### src/hw/rtl/saq_pkg.sv
// Shared types, sizes and codes for the sequenced aging topic queue.
`default_nettype none

package saq_pkg;

  localparam int NUM_TOPICS  = 4;
  localparam int DEPTH       = 4;

  localparam int TOPIC_W     = (NUM_TOPICS > 1) ? $clog2(NUM_TOPICS) : 1;
  localparam int SLOT_W      = $clog2(DEPTH);
  localparam int CNT_W       = $clog2(DEPTH + 1);
  localparam int STORE_DEPTH = NUM_TOPICS * DEPTH;
  localparam int STORE_W     = $clog2(STORE_DEPTH);

  // Command codes
  localparam logic [1:0] CMD_PUT  = 2'd0;
  localparam logic [1:0] CMD_GET  = 2'd1;
  localparam logic [1:0] CMD_POP  = 2'd2;
  localparam logic [1:0] CMD_TICK = 2'd3;

  // Status codes
  localparam logic [2:0] ST_OK       = 3'd0;
  localparam logic [2:0] ST_FULL     = 3'd1;
  localparam logic [2:0] ST_EMPTY    = 3'd2;
  localparam logic [2:0] ST_UPTODATE = 3'd3;
  localparam logic [2:0] ST_YOUNG    = 3'd4;
  localparam logic [2:0] ST_MOVED    = 3'd5;

  typedef struct packed {
    logic [1:0]  command;
    logic [1:0]  topic;
    logic [15:0] payload;
    logic [7:0]  publisher_id;
    logic [31:0] last_seen;
  } item_t;

  typedef struct packed {
    logic [2:0]  status;
    logic [31:0] entry_number;
    logic [15:0] entry_payload;
    logic [7:0]  entry_publisher;
    logic [31:0] entry_time;
  } result_t;

  typedef struct packed {
    logic [31:0] number;
    logic [31:0] stamp;
    logic [15:0] payload;
    logic [7:0]  publisher;
  } entry_t;

  typedef struct packed {
    logic               en;
    logic [STORE_W-1:0] addr;
    entry_t             data;
  } store_wr_t;

endpackage

`default_nettype wire

### src/hw/rtl/saq_entry_store.sv
// Generic RAM with one write port and one registered read port.
`default_nettype none

module saq_entry_store #(
  parameter int WIDTH = 8,
  parameter int DEPTH = 16
) (
  input  wire                     clk,
  input  wire                     we,
  input  wire [$clog2(DEPTH)-1:0] waddr,
  input  wire [WIDTH-1:0]         wdata,
  input  wire [$clog2(DEPTH)-1:0] raddr,
  output logic [WIDTH-1:0]        rdata
);

  logic [WIDTH-1:0] mem [DEPTH];

  // Contents are undefined until written; a read in the cycle of a write returns the old word.
  always_ff @(posedge clk) begin
    if (we) begin
      mem[waddr] <= wdata;
    end
    rdata <= mem[raddr];
  end

endmodule

`default_nettype wire

### src/hw/rtl/sequenced_aging_topic_queue.sv
// Top level of the sequenced aging topic queue.
// A command taken is held in the command register; its result is then registered, with done high.
// Throughput: one command per cycle while busy is low; the per-topic ring state is updated in the result stage.
// Results cannot be held off: each is on the result port for exactly one cycle.
// Reset is synchronous: rings empty, counters and time zero, age_limit one, busy high in reset.
`default_nettype none

module sequenced_aging_topic_queue (
  input  wire                  clk,
  input  wire                  rst,
  input  wire                  start,
  output logic                 busy,
  input  wire saq_pkg::item_t  item,
  output logic                 done,
  output saq_pkg::result_t     result,
  input  wire                  cfg_we,
  input  wire [15:0]           cfg_wdata
);

  localparam int TW = saq_pkg::TOPIC_W;
  localparam int SW = saq_pkg::SLOT_W;
  localparam int CW = saq_pkg::CNT_W;

  logic [15:0]   age_limit;
  logic [31:0]   time_now;
  logic [SW-1:0] write_slot       [saq_pkg::NUM_TOPICS];
  logic [SW-1:0] read_slot        [saq_pkg::NUM_TOPICS];
  logic [CW-1:0] fill_count       [saq_pkg::NUM_TOPICS];
  logic [31:0]   sequence_counter [saq_pkg::NUM_TOPICS];

  logic            held_valid;
  saq_pkg::item_t  held_item;

  logic [TW-1:0]   tsel;
  logic            topic_ok;
  logic [CW-1:0]   fill;
  logic [SW-1:0]   wslot;
  logic [SW-1:0]   rslot;
  logic [SW-1:0]   wslot_next;
  logic [SW-1:0]   rslot_next;
  logic [31:0]     newest;
  logic [31:0]     oldest;
  logic [31:0]     offset;
  logic            offset_hit;
  logic [31:0]     age;
  logic            age_ok;
  logic            is_empty;
  logic            is_full;

  logic [TW-1:0]   in_tsel;
  logic            in_same;
  logic [CW-1:0]   in_fill;
  logic [SW-1:0]   in_rslot;
  logic [31:0]     in_newest;
  logic [31:0]     in_oldest;
  logic [31:0]     in_offset;
  logic            in_hit;
  logic [SW:0]     pos_sum;
  logic [SW-1:0]   pos;
  logic [SW-1:0]   rd_slot;

  saq_pkg::store_wr_t store_wr;
  logic [saq_pkg::STORE_W-1:0] rd_addr;
  saq_pkg::entry_t   rd_data;
  logic              fwd_valid;
  saq_pkg::entry_t   fwd_data;
  saq_pkg::entry_t   rd_entry;

  saq_pkg::result_t  result_next;
  logic              do_put;
  logic              do_pop;
  logic              do_tick;

  saq_entry_store #(
    .WIDTH ($bits(saq_pkg::entry_t)),
    .DEPTH (saq_pkg::STORE_DEPTH)
  ) u_store (
    .clk   (clk),
    .we    (store_wr.en),
    .waddr (store_wr.addr),
    .wdata (store_wr.data),
    .raddr (rd_addr),
    .rdata (rd_data)
  );

  // The store is read at the accepting edge, so the slot is found from the ring state
  // as it stands after the update made by the command now in the result stage.
  always_comb begin
    in_tsel   = TW'(item.topic);
    in_same   = (in_tsel == tsel);
    in_fill   = fill_count[in_tsel];
    in_rslot  = read_slot[in_tsel];
    in_newest = sequence_counter[in_tsel];
    if (in_same && do_put) begin
      in_fill   = fill + CW'(1);
      in_newest = newest + 32'd1;
    end
    if (in_same && do_pop) begin
      in_fill  = fill - CW'(1);
      in_rslot = rslot_next;
    end

    in_oldest = in_newest - 32'(in_fill) + 32'd1;
    in_offset = item.last_seen + 32'd1 - in_oldest;
    in_hit    = (in_offset < 32'(in_fill));

    // The offset is below DEPTH on a hit, so one subtract wraps the slot.
    pos_sum = (SW + 1)'(in_rslot) + (SW + 1)'(in_offset[SW-1:0]);
    pos     = (pos_sum >= (SW + 1)'(saq_pkg::DEPTH)) ?
              SW'(pos_sum - (SW + 1)'(saq_pkg::DEPTH)) : SW'(pos_sum);

    rd_slot = ((item.command == saq_pkg::CMD_GET) && in_hit) ? pos : in_rslot;
    rd_addr = saq_pkg::STORE_W'(int'(in_tsel) * saq_pkg::DEPTH + int'(rd_slot));
  end

  // A put to the slot being read in the same cycle is passed straight through.
  assign rd_entry = fwd_valid ? fwd_data : rd_data;

  // Ring bookkeeping for the addressed topic.
  always_comb begin
    tsel     = TW'(held_item.topic);
    topic_ok = (int'(held_item.topic) < saq_pkg::NUM_TOPICS);
    fill     = fill_count[tsel];
    wslot    = write_slot[tsel];
    rslot    = read_slot[tsel];
    newest   = sequence_counter[tsel];
    is_empty = (fill == '0);
    is_full  = (fill == CW'(saq_pkg::DEPTH));

    wslot_next = (wslot == SW'(saq_pkg::DEPTH - 1)) ? '0 : wslot + SW'(1);
    rslot_next = (rslot == SW'(saq_pkg::DEPTH - 1)) ? '0 : rslot + SW'(1);

    // Offset of the wanted entry from the oldest one held, modulo 2^32.
    oldest     = newest - 32'(fill) + 32'd1;
    offset     = held_item.last_seen + 32'd1 - oldest;
    offset_hit = (offset < 32'(fill));

    age    = time_now - rd_entry.stamp;
    age_ok = (age >= {16'd0, age_limit});
  end

  // Command execution.
  always_comb begin
    result_next = '0;
    store_wr    = '0;
    do_put      = 1'b0;
    do_pop      = 1'b0;
    do_tick     = 1'b0;

    if (held_valid) begin
      unique case (held_item.command)
        saq_pkg::CMD_TICK: begin
          result_next.status     = saq_pkg::ST_OK;
          result_next.entry_time = time_now + 32'd1;
          do_tick                = 1'b1;
        end
        saq_pkg::CMD_PUT: begin
          if (!topic_ok || is_full) begin
            result_next.status = saq_pkg::ST_FULL;
          end else begin
            result_next.status          = saq_pkg::ST_OK;
            result_next.entry_number    = newest + 32'd1;
            result_next.entry_payload   = held_item.payload;
            result_next.entry_publisher = held_item.publisher_id;
            result_next.entry_time      = time_now;
            store_wr.en                 = 1'b1;
            store_wr.addr = saq_pkg::STORE_W'(int'(tsel) * saq_pkg::DEPTH + int'(wslot));
            store_wr.data.number        = newest + 32'd1;
            store_wr.data.stamp         = time_now;
            store_wr.data.payload       = held_item.payload;
            store_wr.data.publisher     = held_item.publisher_id;
            do_put                      = 1'b1;
          end
        end
        saq_pkg::CMD_GET: begin
          if (!topic_ok || is_empty) begin
            result_next.status = saq_pkg::ST_EMPTY;
          end else if (held_item.last_seen == newest) begin
            result_next.status = saq_pkg::ST_UPTODATE;
          end else begin
            result_next.status          = offset_hit ? saq_pkg::ST_OK : saq_pkg::ST_MOVED;
            result_next.entry_number    = rd_entry.number;
            result_next.entry_payload   = rd_entry.payload;
            result_next.entry_publisher = rd_entry.publisher;
            result_next.entry_time      = rd_entry.stamp;
          end
        end
        saq_pkg::CMD_POP: begin
          if (!topic_ok || is_empty) begin
            result_next.status = saq_pkg::ST_EMPTY;
          end else begin
            result_next.status          = age_ok ? saq_pkg::ST_OK : saq_pkg::ST_YOUNG;
            result_next.entry_number    = rd_entry.number;
            result_next.entry_payload   = rd_entry.payload;
            result_next.entry_publisher = rd_entry.publisher;
            result_next.entry_time      = rd_entry.stamp;
            do_pop                      = age_ok;
          end
        end
        default: begin
          result_next = '0;
        end
      endcase
    end
  end

  always_ff @(posedge clk) begin
    if (rst) begin
      busy       <= 1'b1;
      held_valid <= 1'b0;
      done       <= 1'b0;
      age_limit  <= 16'd1;
      time_now   <= '0;
      for (int i = 0; i < saq_pkg::NUM_TOPICS; i++) begin
        write_slot[i]       <= '0;
        read_slot[i]        <= '0;
        fill_count[i]       <= '0;
        sequence_counter[i] <= '0;
      end
    end else begin
      busy       <= 1'b0;
      held_valid <= start && !busy;
      done       <= held_valid;
      if (cfg_we) begin
        age_limit <= cfg_wdata;
      end
      if (do_tick) begin
        time_now <= time_now + 32'd1;
      end
      if (do_put) begin
        sequence_counter[tsel] <= newest + 32'd1;
        write_slot[tsel]       <= wslot_next;
        fill_count[tsel]       <= fill + CW'(1);
      end
      if (do_pop) begin
        read_slot[tsel]  <= rslot_next;
        fill_count[tsel] <= fill - CW'(1);
      end
    end
  end

  // Payload registers carry no reset.
  always_ff @(posedge clk) begin
    if (start && !busy) begin
      held_item <= item;
    end
    fwd_valid <= store_wr.en && (store_wr.addr == rd_addr);
    fwd_data  <= store_wr.data;
    result    <= result_next;
  end

endmodule

`default_nettype wire

### config.mk
export PLATFORM = sky130hd
export DESIGN_NAME = sequenced_aging_topic_queue
export DESIGN_NICKNAME = d
export VERILOG_FILES = /design/src/hw/rtl/saq_pkg.sv /design/src/hw/rtl/saq_entry_store.sv /design/src/hw/rtl/sequenced_aging_topic_queue.sv
export SDC_FILE = /design/constraint.sdc
export NUM_CORES = 2
export LEC_CHECK = 0
export BUFFER_PORTS_ARGS = -buffer_cell sky130_fd_sc_hd__clkbuf_2
export CAP_MARGIN = 10
export CORE_UTILIZATION = 33
export CTS_CLUSTER_DIAMETER = 200
export CTS_CLUSTER_SIZE = 8
export DETAILED_ROUTE_END_ITERATION = 6
export SLEW_MARGIN = 20
export SYNTH_ARGS = -nofsm -noshare
export SYNTH_HDL_FRONTEND = slang
export SYNTH_SLANG_ARGS = --single-unit
### constraint.sdc
create_clock -name clk -period 9.1 [get_ports clk]
set_input_delay 2.73 -clock clk [delete_from_list [all_inputs] [get_ports clk]]
set_output_delay 2.73 -clock clk [all_outputs]
set_load 0.05 [all_outputs]
# --- After elaboration in Yosys (flattened, before gate mapping) ---
# Memory sizes are Yosys's and may differ from the RTL's. A register that Yosys moved wholly into a read port is not among the register bits.
# Index checks and enable logic that the tools add are counted.
word_totals:
  inputBits: 80
  elab_cells: 131
  out_inout_bits: 93
  ram_bits: 1564
  ff_bits: 291
  n_memories: 5
  mem_bits_ro: 0
  latchBits: 0
op_classes:
  reduce_logical: 12
  n_eq_ne: 10
  bitwise_logic: 1
  div: 0
  n_shift: 0
  n_lt_le_gt_ge: 4
  mul: 0
  mux: 60
  add_sub_neg: 19
memory_table:
  columns: ["memory", "depth", "width", "read_ports", "rd_clocked_by_memory_dff", "wr", "line_no", "source"]
  rows:
  - ["u_store.mem", 16, 88, 1, 1, 1, "saq_entry_store.sv:16", "logic [WIDTH-1:0] mem [DEPTH];"]
  - ["sequence_counter", 4, 32, 2, 1, 4, "sequenced_aging_topic_queue.sv:29", "logic [31:0] sequence_counter [saq_pkg::NUM_TOPICS];"]
  - ["fill_count", 4, 3, 2, 1, 4, "sequenced_aging_topic_queue.sv:28", "logic [CW-1:0] fill_count [saq_pkg::NUM_TOPICS];"]
  - ["read_slot", 4, 2, 2, 1, 4, "sequenced_aging_topic_queue.sv:27", "logic [SW-1:0] read_slot [saq_pkg::NUM_TOPICS];"]
  - ["write_slot", 4, 2, 1, 1, 4, "sequenced_aging_topic_queue.sv:26", "logic [SW-1:0] write_slot [saq_pkg::NUM_TOPICS];"]
ops:
  columns: ["op", "n"]
  rows:
  - ["$mux W88", 5]
  - ["$mux W93", 3]
  - ["$add A32 B1 Y32 const B", 6]
  - ["$pmux W56 S3", 1]
  - ["$pmux W32 S4", 1]
  - ["$sub A32 B32 Y32", 3]
  - ["$lt A32 B3 Y1", 2]
  - ["$mux W32", 2]
  - ["$sub A32 B3 Y32", 2]
  - ["$eq A32 B32 Y1", 1]
  - ["$ge A32 B16 Y1", 1]
  - ["$reduce_or A32 Y1", 1]
  - ["$mux W2", 15]
  - ["$mux W3", 9]
  - ["$mux W1", 23]
  - ["$pmux W3 S4", 1]
  - ["$add A4 B2 Y4", 2]
  - ["$eq A2 B2 Y1 const B", 4]
  - ["$logic_and A1 B1 Y1", 5]
  - ["$add A2 B1 Y2 const B", 2]
  - ["$eq A2 B1 Y1 const B", 2]
  - ["$eq A4 B4 Y1", 1]
  - ["$reduce_or A2 Y1", 2]
  - ["$add A2 B2 Y3", 1]
  - ["other kinds (11)", 11]

# --- Depth between registers and ports, before layout ---
logic_depth:
  ltp_word: 18
  mapped_depth: 49
  depth_no_buf: 42

# --- By module ---
# A second synthesis with hierarchy kept.
hier_totals:
  cells_unflattened: 5091
  hier_area_um2: 81723.4
modules_own_cells:
  columns: ["module", "cells_each", "n_inst", "seq_area_each_um2", "area_each_um2"]
  rows:
  - ["saq_entry_store", 2256, 1, 44042.2, 54355.9]
  - ["sequenced_aging_topic_queue", 2835, 1, 11150.7, 27367.5]

# --- Least setup slack after synthesis ---
# No wires, ideal clock.
synth_path:
  kind: "register to register"
  start: "register fwd_valid"
  end: "register u_store.rdata[59], read port of u_store.mem"
  path_stages_with_launch: 50
  synth_period_minus_slack_ns: 10.039
  n_path_buf: 7
  slack_ns: -0.939
  t_required_ns: 8.958
  setup_time_ns: 0.142
  arrival_time_ns: 9.897
  cell_sequence: "dfxtp_1 -> clkbuf_1 -> clkbuf_1 -> buf_1 -> mux2i_1 -> ha_1 -> a21oi_1 -> nand2_1 -> o21ai_1 -> nand2_1 -> a21o_1 -> a21oi_1 -> xnor2_1 -> ha_1 -> and4_1 -> nand2_1 -> or4_1 -> nand4_1 -> [... 14 more ...] -> nor2_1 -> o2111ai_1 -> a2111oi_0 -> o2111ai_1 -> a2111oi_0 -> o2111ai_1 -> or3_1 -> nor4_1 -> nand4_1 -> nand4bb_2 -> xor2_2 -> buf_4 -> buf_4 -> buf_2 -> buf_1 -> o2111ai_1 -> nand4_1 -> mux2i_1"
synth_via:
  elab_chain_len: 16
  word_cells_on_any_way: 20
  cone_classes: "add/sub: 7; order compare: 3; mux: 8; reduce/logical: 2"
synth_rtl:
  columns: ["item", "line_no", "source"]
  rows:
  - ["from (decl)", "sequenced_aging_topic_queue.sv:65", "logic fwd_valid;"]
  - ["from (signal assigned)", "sequenced_aging_topic_queue.sv:247", "fwd_valid <= store_wr.en && (store_wr.addr == rd_addr);"]
  - ["$mux W88 (*)", "sequenced_aging_topic_queue.sv:117", "assign rd_entry = fwd_valid ? fwd_data : rd_data;"]
  - ["$sub A32 B32 Y32 (*)", "sequenced_aging_topic_queue.sv:138", "age = time_now - rd_entry.stamp;"]
  - ["$ge A32 B16 Y1 (*)", "sequenced_aging_topic_queue.sv:139", "age_ok = (age >= {16'd0, age_limit});"]
  - ["$mux W1 (*)", "sequenced_aging_topic_queue.sv:189", "if (!topic_ok || is_empty) begin"]
  - ["$mux W1 (*)", "sequenced_aging_topic_queue.sv:151", "unique case (held_item.command)"]
  - ["$mux W1 (*)", "sequenced_aging_topic_queue.sv:150", "if (held_valid) begin"]
  - ["$logic_and A1 B1 Y1 (*)", "sequenced_aging_topic_queue.sv:98", "if (in_same && do_pop) begin"]
  - ["branches (longest 7 deep; another with $sub A32 B3 Y32)", null, null]
  - ["$mux W2 (*)", "sequenced_aging_topic_queue.sv:112", "rd_slot = ((item.command == saq_pkg::CMD_GET) && in_hit) ? pos : in_rslot;"]
  - ["$add A4 B2 Y4 (*)", "sequenced_aging_topic_queue.sv:113", "rd_addr = saq_pkg::STORE_W'(int'(in_tsel) * saq_pkg::DEPTH + int'(rd_slot));"]
  - ["to (decl)", "saq_entry_store.sv:13", "output logic [WIDTH-1:0] rdata"]
# Mark *: on every way between the ends.
# A chain may end at the register's enable or synchronous reset.

# --- Worst setup path after layout ---
layout_path:
  start: "register fwd_valid"
  end: "register u_store.rdata[10], read port of u_store.mem"
# Same word-level chain as after synthesis.

==> results.tsv <==
stage	metric	value	unit
sta	max_slew headroom	21.58	%
detailed_routing	DRT Wirelength	258200	um
critical_path	critical path's slowest cell	fa_1	
critical_path	CP Capture Type	flop	
final_layout	Core Util, Final	41.21	%
sta	setup TNS	-55540	ps
power_and_ir_drop	maximum VDD drop	0.1314	mV
synth	ys async rst share	0	%
power_and_ir_drop	Net Sw Frac	23.81	%
critical_path	reg2reg path depth	46	
critical_path	WP data arrival	10620	ps
critical_path	FF-to-FF setup slack	-710	ps
clocking	CTS Root Buffer Type	clkbuf_16	
global_routing	pin count of the biggest net entering global routing	186	
synth	Cell variety after synth	90	
power_and_ir_drop	sequential power share	43.8	%
sta	Final Max Slew Viols	0	
critical_path	required time worst endpoint	9910	ps
power_and_ir_drop	cell internal pwr	0.01691	W
clocking	H-Tree Depth	5	
final_layout	FILL cells	23390	
run_status	violated checks	design-rule violations, negative setup slack	
synth	Seq/Total Area, Yosys	64.26	%
clocking	clk slew on worst S/H paths	50	ps
critical_path	maximum fanout along the worst path	20	
sta	post-layout min period	9814	ps
job	max_cap viols	0	
detailed_routing	routed len/inst	24.80	um
sta	final hold violation count	0	
die	Die Y	512.2	um
synth	synthesized cell area	85880	um2
worst_hold_path	worst hold path class	flop to flop	
synth	top cell type by total area after synthesis	edfxtp_1	
power_and_ir_drop	Gate power share	11.7	%
final_layout	Final Non-Filler Cells	10410	
final_layout	Layout area overhead	23.72	%
critical_path	r2r startpoint	fwd_valid$_DFF_P_	
sta	Fmax	101.9	MHz
critical_path	CP max stage delay	550	ps
synth	Post-Syn Instances	6170	
power_and_ir_drop	Clock Power Share	44.5	%
placed_design	post-DP HPWL	146300	um
die	initial core utilization	33.31	%
synth	dominant cells by area after synthesis	edfxtp_1 (57%), dfxtp_1 (7.5%), mux2i_1 (6.4%)	
final_layout	share of layout cells above drive strength 1	22.76	%
final_layout	final net count	7087	
synth	Commonest cells post-synth	edfxtp_1 (1624), mux2i_1 (553), inv_1 (483), nor2_1 (425), o211ai_1 (361)	
synth	synth warn	0	
detailed_routing	drt pass-1 iters	7	
detailed_routing	DRC	1	
power_and_ir_drop	PwrDens	208.8	nW/um2
power_and_ir_drop	Total Power	0.02219	W
die	# rows	186	
die	die area	262300	um2
synth	Syn Area/Cell	13.92	um2
clocking	CTS Sinks	1945	
run_status	status	finished, violations left	
worst_hold_path	Hold Startpoint	held_item[34]$_DFFE_PP_	
detailed_routing	Final ANT Viol Nets	0	
global_routing	first-pass GRT wire length	369700	um
synth	post-synth top area share	56.78	%
clocking	CTS Hold Bufs	0	
worst_hold_path	Hold Path End	result[34]$_SDFF_PN0_	
global_routing	initial antenna violation count	12	
die	io pins	173	
synth	Mapped Nets	6439	
sta	unrepaired setup endpoints after global routing	yes	
clocking	Clock Latency Late Sink	920	ps
placed_design	Placed Cells	9804	
global_routing	vias in the first global route	56420	
sta	final count of negative-setup-slack endpoints	89	
sta	Clock Skew	55.49	ps
clocking	number of buffers created by CTS	293	
placed_design	IO Port Bufs	172	
detailed_routing	DRT iter0 DRCs	5824	
placed_design	Placer Congestion	0.8683	
die	core box area	257900	um2
synth	Main synth FF type	edfxtp_1	
synth	Yosys reg bits	1945	
worst_hold_path	Hold Path Depth	2	
die	Chip Width	512.2	um
global_routing	Tot GR Track Use	18.75	%
critical_path	WS Path Type	flop to flop	
power_and_ir_drop	LEAKAGE	37.98	nW
detailed_routing	via/cell ratio	5.495	
clocking	TritonCTS clock tree	built	
sta	setup ws final	-714.1	ps
critical_path	Worst setup SP type	flop	
sta	Worst-Margin Slew	1176	ps
synth	most common cell in the synthesized netlist	edfxtp_1	
sta	fin crit share	107.8	%
power_and_ir_drop	net switching power figure	0.005284	W
critical_path	Critical R2R Capture	u_store.rdata[10]$_DFF_P_	
global_routing	total gr overflow	0	
clocking	Max Root-Sink Buffers	4	
detailed_routing	Vias	57190	
synth	EDFF count, synth	1624	
## logic make-up (layout without fill, tap and decap cells)
family | Yosys count | count (layout) | share of synthesized area [%]
compound gates | 1190 | 1193 | 10.39
xor+xnor | 125 | 125 | 1.292
fa+ha+maj | 189 | 189 | 2.815
buf+inv | 929 | 1776 | 4.253
flops | 1945 | 1945 | 64.26
mux | 728 | 728 | 10.89
other cells | 0 | 5 | 0
simple gates | 1064 | 1064 | 6.091
## cell type report
type / count / area (um2) / area share (%)
Tap cell: 3384 / 4234 / 3.985
Sequential cell: 1945 / 55200 / 51.95
Inverter: 486 / 1833 / 1.725
Clock inverter: 5 / 51.30 / 0.04828
Multi-Input combinational cell: 3299 / 28990 / 27.29
Clock buffer: 492 / 8270 / 7.784
Timing Repair Buffer: 793 / 7657 / 7.207
Antenna cell: 5 / 12.51 / 0.01178
## routing by layer
metal / track usage [%] / part of all wire, % / wire [um] / vias to the layer above
met3: 3.687 / 7.8 / 20250 / 430
met5: 0 / 0.020 / 51 / -
li1: - / - / - / 25260
met2: 30.09 / 47 / 121100 / 2422
met4: 6.696 / 3.0 / 7809 / 8
met1: 25.16 / 42 / 108900 / 29080
## cells in the final DEF, fill, tap and decap left out, drive strengths merged, types with 10 or more instances in the layout
master   netlist  final
nand2        142    142
edfxtp      1624   1624
clkbuf       326    691
xnor2         74     74
o21a          13     16
mux4         163    163
nand3         36     36
nor4          19     19
xor2          51     51
nor3          48     48
nand2b        66     66
ha           182    182
nor2b         20     20
and2          21     21
nand4        125    125
a21oi        154    154
o211ai       361    361
o221ai        14     14
mux2i        554    554
nor3b         10     10
o2111ai      360    360
a21o          34     34
inv          484    487
or2           10     10
and3          95     95
dfxtp        321    321
o21ai        105    105
mux2          11     11
nor2         427    427
buf          117    591
a31oi         18     18
o22a          30     30
or3           16     16
a211oi        11     11
## what timing repair did
item                                    in CTS  in global routing
endpoints found under the hold margin        0                  0
pin swaps                                   75                137
resized for setup                          188                189
gates cloned                                16                 37
setup buffers                               32                 23
endpoints found under the setup margin      89                 89
## through the flow
stage | hold WS (ps) | area [um2] | setup slack (ps)
after global placement | 480.5 | 94240 | -1403
after floorplan | 460.4 | 86060 | -706.6
after CTS | 489.6 | 104200 | -686.1
final | 492.5 | 106300 | -714.1
after detailed placement | 487.7 | 94260 | -1414
after global routing | 533.5 | 106200 | -1065
## critical path: cells and delay by family (launching register included)
kind	cells	cell delay [ps]
AOI/OAI and AO/OA	17	3700
xor gates and xnor gates	2	250
adders and majority gates	4	1320
buffers and inverters	8	1220
DFF	1	390
muxes	2	440
and+or+nand+nor	13	2340
## power groups by stage
stage | clock network, W | logic [W] | registers, W
5_1_grt | 0.0104 | 0.00277 | 0.00973
4_1_cts | 0.0100 | 0.00244 | 0.00973
6_report | 0.00987 | 0.00260 | 0.00973
2_1_floorplan | 0 | 0.00140 | 0.00990
3_3_place_gp | 0 | 0.00228 | 0.00990
3_5_place_dp | 0 | 0.00230 | 0.00990
## flip-flops by register name, indices dropped and copies added (netlist names), 2 cells and up, named ones only
name,count
held_item,58
read_slot,8
sequence_counter,128
age_limit,16
u_store.rdata,88
tsel,2
fill_count,12
time_now,32
fwd_data,88
result,91
u_store.mem,1408
write_slot,8
## worst max-delay path by stage
stage                     cells after the start  slack [ps]                      endpoint              start
final                                        46        -710     u_store.rdata[10]$_DFF_P_  fwd_valid$_DFF_P_
after detailed placement                     45       -1410     u_store.rdata[29]$_DFF_P_  fwd_valid$_DFF_P_
after global placement                       45       -1400      u_store.rdata[2]$_DFF_P_  fwd_valid$_DFF_P_
after floorplan                              11        -710  u_store.mem[12][0]$_DFFE_PP_               flop
after CTS                                    50        -690     u_store.rdata[79]$_DFF_P_  fwd_valid$_DFF_P_
after global routing                         50       -1070     u_store.rdata[66]$_DFF_P_  fwd_valid$_DFF_P_
Note: power is estimated with default switching activity, not from simulation.
